==> src/design/calclk_pkg.sv <==
`timescale 1ns / 1ps
// ----------------------------------------------------------------------------
// calclk_pkg
// Shared types, key codes and arithmetic helpers for the calendar clock.
// ----------------------------------------------------------------------------
package calclk_pkg;

    localparam logic [4:0] KEY_NONE  = 5'd0;
    localparam logic [4:0] KEY_ENTER = 5'd4;
    localparam logic [4:0] KEY_LEAVE = 5'd8;
    localparam logic [4:0] KEY_UP    = 5'd12;
    localparam logic [4:0] KEY_MIL   = 5'd13;
    localparam logic [4:0] KEY_ZERO  = 5'd14;
    localparam logic [4:0] KEY_CIV   = 5'd15;
    localparam logic [4:0] KEY_DOWN  = 5'd16;

    localparam logic [3:0] CURSOR_LAST = 4'd13;

    localparam logic [13:0] YEAR_RESET = 14'd1970;
    localparam logic [13:0] YEAR_MAX   = 14'd9999;
    // The year never passes 11819 here, so the quotient by 1970 is always 5.
    localparam logic [13:0] YEAR_FOLD  = 14'd7880;

    typedef enum logic [3:0] {
        ST_IDLE,
        ST_START,
        ST_INC,
        ST_N_SEC,
        ST_N_MIN,
        ST_N_HR,
        ST_N_MON,
        ST_N_DAY,
        ST_N_YR,
        ST_RUN_KEY,
        ST_EDIT,
        ST_FINISH
    } calclk_state_t;

    typedef struct packed {
        logic take_key;
        logic enter_set;
        logic leave_set;
        logic inc_sec;
        logic norm_sec;
        logic norm_min;
        logic norm_hr;
        logic norm_mon;
        logic norm_day;
        logic norm_yr;
        logic run_key;
        logic edit;
        logic load_out;
    } calclk_cmd_t;

    typedef struct packed {
        logic mode;
        logic prev_enter;
        logic prev_leave;
        logic hr_over;
        logic mon_over;
        logic day_over;
    } calclk_status_t;

    // Quotient by 10 of a 7-bit value, exact below 1024.
    function automatic logic [3:0] div10_7(input logic [6:0] v);
        logic [17:0] p;
        p = 18'(v) * 18'd205;
        return 4'(p >> 11);
    endfunction

    // Quotient by 12 of a 7-bit value, exact below 512.
    function automatic logic [3:0] div12_7(input logic [6:0] v);
        logic [17:0] p;
        p = 18'(v) * 18'd171;
        return 4'(p >> 11);
    endfunction

    function automatic logic [10:0] div10_14(input logic [13:0] y);
        logic [29:0] p;
        p = 30'(y) * 30'd52429;
        return 11'(p >> 19);
    endfunction

    function automatic logic [7:0] div100_14(input logic [13:0] y);
        logic [29:0] p;
        p = 30'(y) * 30'd20972;
        return 8'(p >> 21);
    endfunction

    function automatic logic [4:0] div1000_14(input logic [13:0] y);
        logic [27:0] p;
        p = 28'(y) * 28'd8389;
        return 5'(p >> 23);
    endfunction

    function automatic logic [3:0] key_digit(input logic [4:0] k);
        logic [3:0] d;
        case (k)
            5'd1:    d = 4'd1;
            5'd2:    d = 4'd2;
            5'd3:    d = 4'd3;
            5'd5:    d = 4'd4;
            5'd6:    d = 4'd5;
            5'd7:    d = 4'd6;
            5'd9:    d = 4'd7;
            5'd10:   d = 4'd8;
            5'd11:   d = 4'd9;
            default: d = 4'd0;
        endcase
        return d;
    endfunction

    function automatic logic [4:0] month_len(input logic [13:0] y, input logic [6:0] m);
        logic [7:0]  q100;
        logic [13:0] r100;
        logic        leap;
        logic [4:0]  len;
        q100 = div100_14(y);
        r100 = y - 14'(q100) * 14'd100;
        if (r100 == 14'd0)
        begin
            leap = (q100[1:0] == 2'b00);
        end
        else
        begin
            leap = (y[1:0] == 2'b00);
        end
        case (m)
            7'd1, 7'd3, 7'd5, 7'd7, 7'd8, 7'd10, 7'd12: len = 5'd31;
            7'd2:    len = leap ? 5'd29 : 5'd28;
            default: len = 5'd30;
        endcase
        return len;
    endfunction

endpackage

==> src/design/calendar_clock_with_digit_setting.sv <==
`timescale 1ns / 1ps
// ----------------------------------------------------------------------------
// calendar_clock_with_digit_setting
// Calendar clock ticked by keypad words, with a digit-by-digit setting mode.
// ----------------------------------------------------------------------------
// Each input word is one tick carrying a keypad code. The block takes a word
// when in_valid is high and in_stall is low, and answers each tick with one
// output word holding the date, time, display flags and cursor.
// One tick is handled at a time. A plain running tick passes through the
// second increment, the carry steps and the key step before the output
// word; an edit tick takes the edit step only. The carry loops repeat the
// month and day steps for each pass over a month length, the month step
// for each wrap of the month by twelve and the hour step for each 24 hours
// folded into a day; leaving setting mode runs the carry chain twice. in_stall
// is high from acceptance until the result is moved into the output register.
// The output register holds the word while out_stall is high; a finished
// tick waits for it to empty before it is loaded, and no new tick is taken
// in the meantime.
// Reset sets 1970-01-01 00:00:00, running mode, 24-hour display, cursor 0,
// and leaves no output word pending.
// ----------------------------------------------------------------------------
module calendar_clock_with_digit_setting (
    input  logic        clk,
    input  logic        rst_n,
    input  logic        in_valid,
    output logic        in_stall,
    input  logic [4:0]  key_code,
    output logic        out_valid,
    input  logic        out_stall,
    output logic [13:0] year_value,
    output logic [6:0]  month_value,
    output logic [6:0]  day_value,
    output logic [6:0]  hour_value,
    output logic [6:0]  minute_value,
    output logic [6:0]  second_value,
    output logic [3:0]  hour_twelve,
    output logic        is_pm,
    output logic        setting_mode,
    output logic [3:0]  cursor_digit,
    output logic        military_display
);
    import calclk_pkg::*;

    calclk_cmd_t    cmd;
    calclk_status_t status;

    calclk_ctrl u_ctrl (
        .clk       (clk),
        .rst_n     (rst_n),
        .in_valid  (in_valid),
        .in_stall  (in_stall),
        .out_valid (out_valid),
        .out_stall (out_stall),
        .status    (status),
        .cmd       (cmd)
    );

    calclk_dp u_dp (
        .clk              (clk),
        .rst_n            (rst_n),
        .cmd              (cmd),
        .status           (status),
        .key_code         (key_code),
        .year_value       (year_value),
        .month_value      (month_value),
        .day_value        (day_value),
        .hour_value       (hour_value),
        .minute_value     (minute_value),
        .second_value     (second_value),
        .hour_twelve      (hour_twelve),
        .is_pm            (is_pm),
        .setting_mode     (setting_mode),
        .cursor_digit     (cursor_digit),
        .military_display (military_display)
    );

endmodule

==> src/design/calclk_ctrl.sv <==
`timescale 1ns / 1ps
// ----------------------------------------------------------------------------
// calclk_ctrl
// Sequencer for one tick: mode change, second increment, carry steps, key.
// ----------------------------------------------------------------------------
module calclk_ctrl (
    input  logic                     clk,
    input  logic                     rst_n,
    input  logic                     in_valid,
    output logic                     in_stall,
    output logic                     out_valid,
    input  logic                     out_stall,
    input  calclk_pkg::calclk_status_t status,
    output calclk_pkg::calclk_cmd_t  cmd
);
    import calclk_pkg::*;

    calclk_state_t state_reg, state_next;
    logic          run_after_reg, run_after_next;
    logic          out_valid_reg, out_valid_next;
    logic          out_free;

    assign out_free  = !out_valid_reg || !out_stall;
    assign in_stall  = (state_reg != ST_IDLE);
    assign out_valid = out_valid_reg;

    always_ff @(posedge clk or negedge rst_n)
    begin
        if (!rst_n)
        begin
            state_reg     <= ST_IDLE;
            run_after_reg <= 1'b0;
            out_valid_reg <= 1'b0;
        end
        else
        begin
            state_reg     <= state_next;
            run_after_reg <= run_after_next;
            out_valid_reg <= out_valid_next;
        end
    end

    always_comb
    begin
        state_next     = state_reg;
        run_after_next = run_after_reg;
        case (state_reg)
            ST_IDLE:
            begin
                if (in_valid)
                begin
                    state_next = ST_START;
                end
            end
            ST_START:
            begin
                if (!status.mode && status.prev_enter)
                begin
                    state_next = ST_EDIT;
                end
                else if (status.mode && status.prev_leave)
                begin
                    state_next     = ST_N_SEC;
                    run_after_next = 1'b1;
                end
                else if (!status.mode)
                begin
                    state_next = ST_INC;
                end
                else
                begin
                    state_next = ST_EDIT;
                end
            end
            ST_INC:
            begin
                state_next     = ST_N_SEC;
                run_after_next = 1'b0;
            end
            ST_N_SEC: state_next = ST_N_MIN;
            ST_N_MIN: state_next = ST_N_HR;
            ST_N_HR:
            begin
                if (!status.hr_over)
                begin
                    state_next = ST_N_MON;
                end
            end
            ST_N_MON:
            begin
                if (!status.mon_over)
                begin
                    state_next = ST_N_DAY;
                end
            end
            ST_N_DAY: state_next = status.day_over ? ST_N_MON : ST_N_YR;
            ST_N_YR:  state_next = run_after_reg ? ST_INC : ST_RUN_KEY;
            ST_RUN_KEY: state_next = ST_FINISH;
            ST_EDIT:    state_next = ST_FINISH;
            ST_FINISH:
            begin
                if (out_free)
                begin
                    state_next = ST_IDLE;
                end
            end
            default: state_next = ST_IDLE;
        endcase
    end

    always_comb
    begin
        cmd = '0;
        out_valid_next = out_valid_reg && out_stall;
        case (state_reg)
            ST_IDLE:    cmd.take_key = in_valid;
            ST_START:
            begin
                cmd.enter_set = !status.mode && status.prev_enter;
                cmd.leave_set = status.mode && status.prev_leave;
            end
            ST_INC:     cmd.inc_sec  = 1'b1;
            ST_N_SEC:   cmd.norm_sec = 1'b1;
            ST_N_MIN:   cmd.norm_min = 1'b1;
            ST_N_HR:    cmd.norm_hr  = 1'b1;
            ST_N_MON:   cmd.norm_mon = 1'b1;
            ST_N_DAY:   cmd.norm_day = 1'b1;
            ST_N_YR:    cmd.norm_yr  = 1'b1;
            ST_RUN_KEY: cmd.run_key  = 1'b1;
            ST_EDIT:    cmd.edit     = 1'b1;
            ST_FINISH:
            begin
                if (out_free)
                begin
                    cmd.load_out   = 1'b1;
                    out_valid_next = 1'b1;
                end
            end
            default: cmd = '0;
        endcase
    end

endmodule

==> src/design/calclk_dp.sv <==
`timescale 1ns / 1ps
// ----------------------------------------------------------------------------
// calclk_dp
// Date and time registers, carry arithmetic, digit editing and output word.
// ----------------------------------------------------------------------------
module calclk_dp (
    input  logic                      clk,
    input  logic                      rst_n,
    input  calclk_pkg::calclk_cmd_t   cmd,
    output calclk_pkg::calclk_status_t status,
    input  logic [4:0]                key_code,
    output logic [13:0]               year_value,
    output logic [6:0]                month_value,
    output logic [6:0]                day_value,
    output logic [6:0]                hour_value,
    output logic [6:0]                minute_value,
    output logic [6:0]                second_value,
    output logic [3:0]                hour_twelve,
    output logic                      is_pm,
    output logic                      setting_mode,
    output logic [3:0]                cursor_digit,
    output logic                      military_display
);
    import calclk_pkg::*;

    logic        mode_reg, mode_next;
    logic [3:0]  cursor_reg, cursor_next;
    logic [4:0]  prev_key_reg, prev_key_next;
    logic [4:0]  cur_key_reg;
    logic        mil_reg, mil_next;
    logic [13:0] year_reg, year_next;
    logic [6:0]  month_reg, month_next;
    logic [6:0]  day_reg, day_next;
    logic [6:0]  hour_reg, hour_next;
    logic [6:0]  minute_reg, minute_next;
    logic [6:0]  second_reg, second_next;

    logic [13:0] year_out_reg;
    logic [6:0]  month_out_reg, day_out_reg, hour_out_reg, minute_out_reg, second_out_reg;
    logic [3:0]  twelve_out_reg, cursor_out_reg;
    logic        pm_out_reg, mode_out_reg, mil_out_reg;

    logic [4:0]  len;
    logic [3:0]  d;
    logic [10:0] q10;
    logic [7:0]  q100;
    logic [4:0]  q1000;
    logic [3:0]  hq;
    logic [6:0]  hr12;

    assign len   = month_len(year_reg, month_reg);
    assign d     = key_digit(cur_key_reg);
    assign q10   = div10_14(year_reg);
    assign q100  = div100_14(year_reg);
    assign q1000 = div1000_14(year_reg);
    assign hq    = div12_7(hour_reg);
    assign hr12  = hour_reg - 7'(hq) * 7'd12;

    assign status.mode       = mode_reg;
    assign status.prev_enter = (prev_key_reg == KEY_ENTER);
    assign status.prev_leave = (prev_key_reg == KEY_LEAVE);
    assign status.hr_over    = (hour_reg > 7'd23);
    assign status.mon_over   = (month_reg > 7'd12);
    assign status.day_over   = (day_reg > 7'(len));

    // Replace the ones digit of a two-digit field.
    function automatic logic [6:0] set_ones(input logic [6:0] v, input logic [3:0] dg);
        logic [6:0] lo;
        lo = v - 7'(div10_7(v)) * 7'd10;
        return v - lo + 7'(dg);
    endfunction

    // Replace the tens digit; anything above the tens is dropped.
    function automatic logic [6:0] set_tens(input logic [6:0] v, input logic [3:0] dg);
        logic [6:0] lo;
        lo = v - 7'(div10_7(v)) * 7'd10;
        return 7'(dg) * 7'd10 + lo;
    endfunction

    always_ff @(posedge clk or negedge rst_n)
    begin
        if (!rst_n)
        begin
            mode_reg     <= 1'b0;
            cursor_reg   <= 4'd0;
            prev_key_reg <= KEY_NONE;
            mil_reg      <= 1'b1;
            year_reg     <= YEAR_RESET;
            month_reg    <= 7'd1;
            day_reg      <= 7'd1;
            hour_reg     <= 7'd0;
            minute_reg   <= 7'd0;
            second_reg   <= 7'd0;
        end
        else
        begin
            mode_reg     <= mode_next;
            cursor_reg   <= cursor_next;
            prev_key_reg <= prev_key_next;
            mil_reg      <= mil_next;
            year_reg     <= year_next;
            month_reg    <= month_next;
            day_reg      <= day_next;
            hour_reg     <= hour_next;
            minute_reg   <= minute_next;
            second_reg   <= second_next;
        end
    end

    always_ff @(posedge clk)
    begin
        if (cmd.take_key)
        begin
            // Codes above the keypad range count as no key.
            cur_key_reg <= (key_code > KEY_DOWN) ? KEY_NONE : key_code;
        end
        if (cmd.load_out)
        begin
            year_out_reg   <= year_reg;
            month_out_reg  <= month_reg;
            day_out_reg    <= day_reg;
            hour_out_reg   <= hour_reg;
            minute_out_reg <= minute_reg;
            second_out_reg <= second_reg;
            twelve_out_reg <= (hr12 == 7'd0) ? 4'd12 : hr12[3:0];
            pm_out_reg     <= (hour_reg >= 7'd12);
            mode_out_reg   <= mode_reg;
            cursor_out_reg <= cursor_reg;
            mil_out_reg    <= mil_reg;
        end
    end

    always_comb
    begin
        mode_next     = mode_reg;
        cursor_next   = cursor_reg;
        prev_key_next = prev_key_reg;
        mil_next      = mil_reg;
        year_next     = year_reg;
        month_next    = month_reg;
        day_next      = day_reg;
        hour_next     = hour_reg;
        minute_next   = minute_reg;
        second_next   = second_reg;

        if (cmd.enter_set)
        begin
            mode_next   = 1'b1;
            cursor_next = 4'd0;
        end
        if (cmd.leave_set)
        begin
            mode_next   = 1'b0;
            cursor_next = 4'd0;
        end
        if (cmd.inc_sec)
        begin
            second_next = second_reg + 7'd1;
        end
        // Seconds and minutes stay below 120, so one subtraction carries fully.
        if (cmd.norm_sec && second_reg > 7'd59)
        begin
            second_next = second_reg - 7'd60;
            minute_next = minute_reg + 7'd1;
        end
        if (cmd.norm_min && minute_reg > 7'd59)
        begin
            minute_next = minute_reg - 7'd60;
            hour_next   = hour_reg + 7'd1;
        end
        if (cmd.norm_hr && status.hr_over)
        begin
            hour_next = hour_reg - 7'd24;
            day_next  = day_reg + 7'd1;
        end
        if (cmd.norm_mon && status.mon_over)
        begin
            month_next = month_reg - 7'd12;
            year_next  = year_reg + 14'd1;
        end
        if (cmd.norm_day && status.day_over)
        begin
            day_next   = day_reg - 7'(len);
            month_next = month_reg + 7'd1;
        end
        if (cmd.norm_yr && year_reg > YEAR_MAX)
        begin
            year_next = year_reg - YEAR_FOLD;
        end
        if (cmd.run_key)
        begin
            prev_key_next = cur_key_reg;
            if (cur_key_reg == KEY_MIL)
            begin
                mil_next = 1'b1;
            end
            else if (cur_key_reg == KEY_CIV)
            begin
                mil_next = 1'b0;
            end
        end
        if (cmd.edit)
        begin
            prev_key_next = cur_key_reg;
            case (cur_key_reg)
                KEY_NONE, KEY_ENTER, KEY_LEAVE:
                begin
                end
                KEY_UP:   cursor_next = (cursor_reg >= CURSOR_LAST) ? 4'd0 : cursor_reg + 4'd1;
                KEY_DOWN: cursor_next = (cursor_reg == 4'd0) ? CURSOR_LAST : cursor_reg - 4'd1;
                KEY_MIL:  mil_next = 1'b1;
                KEY_CIV:  mil_next = 1'b0;
                default:
                begin
                    case (cursor_reg)
                        4'd0:  second_next = set_ones(second_reg, d);
                        4'd1:  second_next = set_tens(second_reg, d);
                        4'd2:  minute_next = set_ones(minute_reg, d);
                        4'd3:  minute_next = set_tens(minute_reg, d);
                        4'd4:  hour_next   = set_ones(hour_reg, d);
                        4'd5:  hour_next   = set_tens(hour_reg, d);
                        4'd6:  year_next   = 14'(q10) * 14'd10 + 14'(d);
                        4'd7:  year_next   = 14'(q100) * 14'd100 + 14'(d) * 14'd10
                                             + (year_reg - 14'(q10) * 14'd10);
                        4'd8:  year_next   = 14'(q1000) * 14'd1000 + 14'(d) * 14'd100
                                             + (year_reg - 14'(q100) * 14'd100);
                        4'd9:  year_next   = 14'(d) * 14'd1000
                                             + (year_reg - 14'(q1000) * 14'd1000);
                        4'd10: day_next    = set_ones(day_reg, d);
                        4'd11: day_next    = set_tens(day_reg, d);
                        4'd12: month_next  = set_ones(month_reg, d);
                        4'd13: month_next  = set_tens(month_reg, d);
                        default: cursor_next = 4'd0;
                    endcase
                end
            endcase
        end
    end

    assign year_value       = year_out_reg;
    assign month_value      = month_out_reg;
    assign day_value        = day_out_reg;
    assign hour_value       = hour_out_reg;
    assign minute_value     = minute_out_reg;
    assign second_value     = second_out_reg;
    assign hour_twelve      = twelve_out_reg;
    assign is_pm            = pm_out_reg;
    assign setting_mode     = mode_out_reg;
    assign cursor_digit     = cursor_out_reg;
    assign military_display = mil_out_reg;

endmodule
==> config.mk <==
export PLATFORM = sky130hd
export DESIGN_NAME = calendar_clock_with_digit_setting
export DESIGN_NICKNAME = d
export VERILOG_FILES = /design/src/design/calclk_pkg.sv /design/src/design/calendar_clock_with_digit_setting.sv /design/src/design/calclk_ctrl.sv /design/src/design/calclk_dp.sv
export SDC_FILE = /design/constraint.sdc
export NUM_CORES = 1
export LEC_CHECK = 0
export BUFFER_PORTS_ARGS = -buffer_cell sky130_fd_sc_hd__buf_2
export CAP_MARGIN = 20
export CORE_MARGIN = 5
export CORE_UTILIZATION = 35
export DETAILED_ROUTE_END_ITERATION = 7
export GPL_TIMING_DRIVEN = 1
export PLACE_DENSITY = 0.61
export SLEW_MARGIN = 0
export SYNTH_ARGS = -nofsm -noshare
export SYNTH_HDL_FRONTEND = slang
export SYNTH_HIERARCHICAL = 1
export SYNTH_SLANG_ARGS = --single-unit
export TNS_END_PERCENT = 5
==> constraint.sdc <==
create_clock -name clk -period 11.8 [get_ports clk]
set_input_delay 1.77 -clock clk [delete_from_list [all_inputs] [get_ports clk]]
set_output_delay 1.77 -clock clk [all_outputs]
set_load 0.03 [all_outputs]
=== Word-level counts from Yosys, hierarchy flattened ===
Memories as Yosys holds them, arrays and structs flattened. A register that Yosys moved wholly into a read port is not among the register bits.
Index checks and enable logic that the tools add are counted.

* Register bits: 131
* Bits in latches: 0
* Bits in writable memories: 0
* Bits in read-only memories: 64
* Logic and storage cells: 258
* Memories: 1

* Add/sub/neg operators: 44
* Multiply operators: 22
* Div/mod/pow operators: 0
* Magnitude comparators: 9
* Equality and inequality tests: 46
* Shifts and indexed selects: 0
* Multiplexer cells: 80
* Bitwise operators: 0
* Reductions and logical operators: 31

{| class="wikitable"
|+ Memory list
! name !! words !! width !! read ports !! clocked after Yosys merged registers in !! wr ports !! RTL line !! RTL
|-
| (name not given) || 16 || 4 || 1 || 1 || 0 || calclk_pkg.sv:98 || <nowiki>case (k)</nowiki>
|}

{| class="wikitable"
|+ Operator list
! operator !! count
|-
| $mux W7 || 20
|-
| $mul A7 B8 Y15 const B || 6
|-
| $sub A7 B7 Y7 || 11
|-
| $mux W4 || 18
|-
| $pmux W7 S2 || 5
|-
| $mux W14 || 4
|-
| $pmux W14 S4 || 1
|-
| $pmux W4 S11 || 1
|-
| $add A14 B14 Y14 || 3
|-
| $sub A14 B14 Y14 || 3
|-
| $eq A4 B4 Y1 const B || 10
|-
| $mul A4 B3 Y6 const B || 6
|-
| $add A7 B1 Y7 const B || 5
|-
| $add A7 B4 Y7 || 5
|-
| $add A7 B7 Y7 || 5
|-
| $eq A4 B3 Y1 const B || 8
|-
| $mul A14 B16 Y30 const B || 1
|-
| $mul A14 B14 Y28 const B || 1
|-
| $mul A14 B13 Y27 const B || 1
|-
| $eq A5 B4 Y1 const B || 5
|-
| $mux W1 || 24
|-
| $eq A7 B4 Y1 const B || 3
|-
| $eq A4 B2 Y1 const B || 4
|-
| $add A14 B1 Y14 const B || 1
|-
| 54 further kinds || 81
|}

=== Depth between registers and ports, before layout ===
* Word-level depth: 13
* Depth in mapped cells: 51

=== Cells and area by module ===
The synthesis kept the hierarchy.

{| class="wikitable"
|+ By module, submodules not included
! module !! times used !! cells each !! area each (um^2)
|-
| calclk_dp || 1 || 3,176 || 29,967.5
|-
| calclk_ctrl || 1 || 63 || 503.0
|}

=== Least setup slack after synthesis ===
Ideal clock, no wire load.

* Path kind: register to register
* Start point: register u_dp.year_reg[4]
* End point: register u_dp.month_reg[3]
* Library setup time: 139 ps
* Arrival: 10,682 ps
* Required time: 11,661 ps
* Path slack: 978 ps
* Cell stages (with the launch flop): 51
* Buffers on the path: 3
* Period minus slack after synthesis: 10,822 ps
* Cells stage by stage: dfstp_2 > clkbuf_1 > inv_1 > fa_1 > inv_1 > ha_1 > fa_1 > inv_1 > fa_1 > fa_1 > inv_1 > ha_1 > o21a_1 > o21ai_0 > nor4_2 > a221oi_4 > a21oi_2 > o21a_1 > [... 15 more ...] > maj3_1 > a21o_1 > a21oi_1 > xor2_1 > nor2_1 > a41oi_1 > ha_1 > inv_1 > a21oi_1 > nor2_1 > nand3_1 > a21oi_1 > and2_1 > clkbuf_1 > clkbuf_1 > a31oi_1 > a222oi_1 > o32ai_1

{| class="wikitable"
|+ RTL lines
! item !! RTL line !! RTL
|-
| from (decl) || calclk_dp.sv:31 || <nowiki>logic [13:0] year_reg, year_next;</nowiki>
|-
| from (signal assigned) || calclk_dp.sv:101 || <nowiki>year_reg <= year_next;</nowiki>
|-
| to (signal assigned) || calclk_dp.sv:102 || <nowiki>month_reg <= month_next;</nowiki>
|-
| to (decl) || calclk_dp.sv:32 || <nowiki>logic [6:0] month_reg, month_next;</nowiki>
|}

=== Worst setup path after layout ===
* Start point: register u_dp.year_reg[8]
* End point: register u_dp.year_reg[13]

* Cells in the longest elaborated chain, start to end: 7

{| class="wikitable"
|+ RTL lines
! item !! RTL line !! RTL
|-
| $mul A14 B16 Y30, or another cell as far along || calclk_pkg.sv:80 || <nowiki>p = 30'(y) * 30'd52429;</nowiki>
|-
| $mul A11 B3 Y13, or another cell as far along || calclk_dp.sv:222, calclk_dp.sv:224 ||
|-
| $sub A14 B14 Y14, or another cell as far along || calclk_dp.sv:224 || <nowiki>+ (year_reg - 14'(q10) * 14'd10);</nowiki>
|-
| $add A14 B14 Y14 (on tied branches) || calclk_dp.sv:224, calclk_dp.sv:226, calclk_dp.sv:228 ||
|-
| $pmux W14 S4 || calclk_dp.sv:215 || <nowiki>case (cursor_reg)</nowiki>
|-
| $mux W14 || calclk_dp.sv:205 || <nowiki>case (cur_key_reg)</nowiki>
|-
| $mux W14 * || calclk_dp.sv:202 || <nowiki>if (cmd.edit)</nowiki>
|-
| named net u_dp.year_next[13] || calclk_dp.sv:31 ||
|}

The timed path passes the listed nets; every way through them passes the cells marked *.
A chain may end at the register's enable or synchronous reset.

==> reports/metrics.yaml <==
finalHoldViolCount: 0
drt_first_pass_iters: 5
die_area_um2: 93100
synth.area.top_cells: "ha_1 (32%), fa_1 (18%), inv_1 (7.9%)"
syn_nets: 4303
layout.nets: 4417
cts_sinks: 135
initial_core_util: 0.352
setup_viol: 0
yosys_warnings: 6
min_path_type: "reg -> reg"
clockPowerShare: 0.061
rows: 108
relSlewSlack: 0.280
timing.fmax_ghz: 0.0885
ys_seq_area_frac: 0.121
antenna_left: 0
required_ps: 12190
status: "finished clean"
coreArea_um2: 86600
syn-mean-instance-area_um2: 9.41
hold_buffers: 0
critPathMaxFanout: 10
clk_transition_reported_paths_ps: 70
skew_ps: 16.0
tightest_slew_ps: 1050
wl_um: 79900
drc: 0
swShare: 0.513
cts_buffers: 17
antenna_found_initial: 2
grt_overflow: 0
clock_path_buffers: 2
vdd_drop_max_mv: 0.601
via_per_inst: 5.00
slowest_stage: "xnor2_1"
critPathMaxStageDelay_ps: 660
grtUsageTotal: 0.172
worstSetupPathType: "reg -> reg"
clk_latency_ps: 490
drive_gt1_frac: 0.0630
endpoint_kind: "register"
leakagePower_nw: 18.3
min_period_over_period: 0.958
ioPinCount: 71
fp.dieH_um: 305
setup_tns_ps: 0
yosysTopAreaCellShare: 0.319
wire_per_inst_um: 17.7
place_congestion: 0.921
synth_area_um2: 30500
grt_pass1_vias: 23018
maxSlewViolCount: 0
place_hpwl_um: 66000
num_vias: 22602
cts_root_buf: "clkbuf_16"
drt-initial-drc-count: 1063
synth-edff-count: 65
grt_max_degree: 67
seqPwrFrac: 0.082
grt_pass1_wl_um: 127000
syn_inst: 3239
portBuffers: 70
synth.distinct_cells: 83
cp-start-kind: "register"
synth_largest_area_cell: "ha_1"
synth_flop_cell: "edfxtp_1"
htree_levels: 4
pwr-share-comb: 0.856
power_density_nw_per_um2: 279
drv_cap: 0
arrival_ps: 11700
ys_seq_elements: 135
post-route-min-period_ps: 11300
rsz0062_at_grt: "false"
power_mw: 9.26
syn_to_final_growth_pct: 8.88
diodes: 0
dieWidth_um: 305
synth_async_sr_flop_share: 0.489
p_int_mw: 4.51
cts_tree: "yes"
p_sw_mw: 4.74
==> kinds of logic after synthesis <==
group,synth area share
xor gates and xnor gates,0.0838
and+or+nand+nor,0.0799
adders and majority gates,0.503
DFF,0.121
buffers and inverters,0.0823
AOI/OAI and AO/OA,0.123
muxes,0.00657
==> cell usage after synthesis (13+ instances only) <==
cell type,count
a21o_1,84
a21oi_1,168
a31oi_1,20
and2_1,16
clkbuf_1,23
dfrtp_1,56
edfxtp_1,65
fa_1,279
ha_1,776
inv_1,638
nand2_1,138
nand2b_1,29
nand3_1,31
nor2_1,123
nor2b_1,35
nor3_1,44
o21a_1,30
o21ai_0,110
o21bai_1,31
o221ai_1,14
o22ai_1,17
or2_2,13
xnor2_1,219
xor2_1,68
==> metal layers <==
layer	GRT usage	up-vias	wire length [µm]	share of wire
met3	0.0281	131	3870	0.048
met4	0.0580	0	2660	0.033
met5	0	-	0	0
met1	0.220	10850	35300	0.44
li1	-	11141	-	-
met2	0.296	480	38100	0.48
==> final cells by class <==
type	instances	area, µm²
Clock inverter	15	155
Clock buffer	17	425
Multi-Input combinational cell	2438	24300
Timing Repair Buffer	123	761
Tap cell	1155	1450
Fill cell	8655	53400
Inverter	638	2400
Sequential cell	135	3700
==> timing repair <==
action	in CTS	in global routing
endpoints found under the hold margin	0	0
setup endpoints to repair	0	14
resized for setup	0	7
buffers inserted	0	11
==> power by group through the flow <==
stage | registers [mW] | logic (mW) | clock network, mW
6_report | 0.764 | 7.93 | 0.566
5_1_grt | 0.783 | 9.04 | 0.598
4_1_cts | 0.766 | 7.93 | 0.582
3_5_place_dp | 0.775 | 7.84 | 0
3_3_place_gp | 0.774 | 7.75 | 0
2_1_floorplan | 0.735 | 6.29 | 0
==> metrics by stage <==
stage	instance area, µm²	std cells	hold WS (ps)	utilization	setup slack [ps]
2_1_floorplan	30500	3239	423	-	978
3_3_place_gp	32500	4478	463	0.375	591
3_5_place_dp	32500	4478	463	0.375	490
4_1_cts	33100	4510	487	0.382	459
5_1_grt	33200	4521	514	0.383	2.14
6_report	33200	4521	490	0.383	498
==> final timing paths <==
| path | start | end | slack (ps) | cells past startpoint |
|---|---|---|---|---|
| worst max-delay path | u_dp/year_reg[8] | u_dp/year_reg[13] | 500 | 40 |
| worst min-delay path | u_dp/prev_key_reg[0] | u_dp/prev_key_reg[0] | 490 | 2 |
| worst max register to register | u_dp/year_reg[8] | u_dp/year_reg[13] | 500 | 40 |
| worst min register to register | u_dp/prev_key_reg[0] | u_dp/prev_key_reg[0] | 490 | 2 |
| max in group asynchronous | rst_n | u_dp/prev_key_reg[0] | 9710 | 1 |
| min in group asynchronous | rst_n | u_dp/year_reg[0] | 1440 | 1 |
==> critical path: cells and delay by family (launching register included) <==
kind | cells | cell delay, ps
fa+ha+maj | 12 | 5180
compound gates | 15 | 3100
xor+xnor | 4 | 1150
buf+inv | 4 | 770
flops | 1 | 610
simple gates | 5 | 400
==> cells in the final DEF, fill, tap and decap left out, drive strengths merged, types with 11 or more instances in the layout <==
cell type	netlist	routed
a21o	84	84
nor3	45	45
ha	776	776
or2	14	14
fa	279	279
nor2b	35	35
and2	16	16
a22oi	12	12
buf	5	123
mux2i	11	11
o221ai	14	14
a31oi	20	20
nand2	138	138
o21bai	31	31
clkbuf	23	17
o21a	30	30
o22ai	17	17
nor2	124	124
a21oi	169	169
edfxtp	65	65
xnor2	220	220
nand2b	29	29
dfrtp	56	56
and3	12	12
inv	638	649
nand4	11	11
nand3	31	31
xor2	68	68
o21ai	113	113
Note: power is estimated with default switching activity, not from simulation.
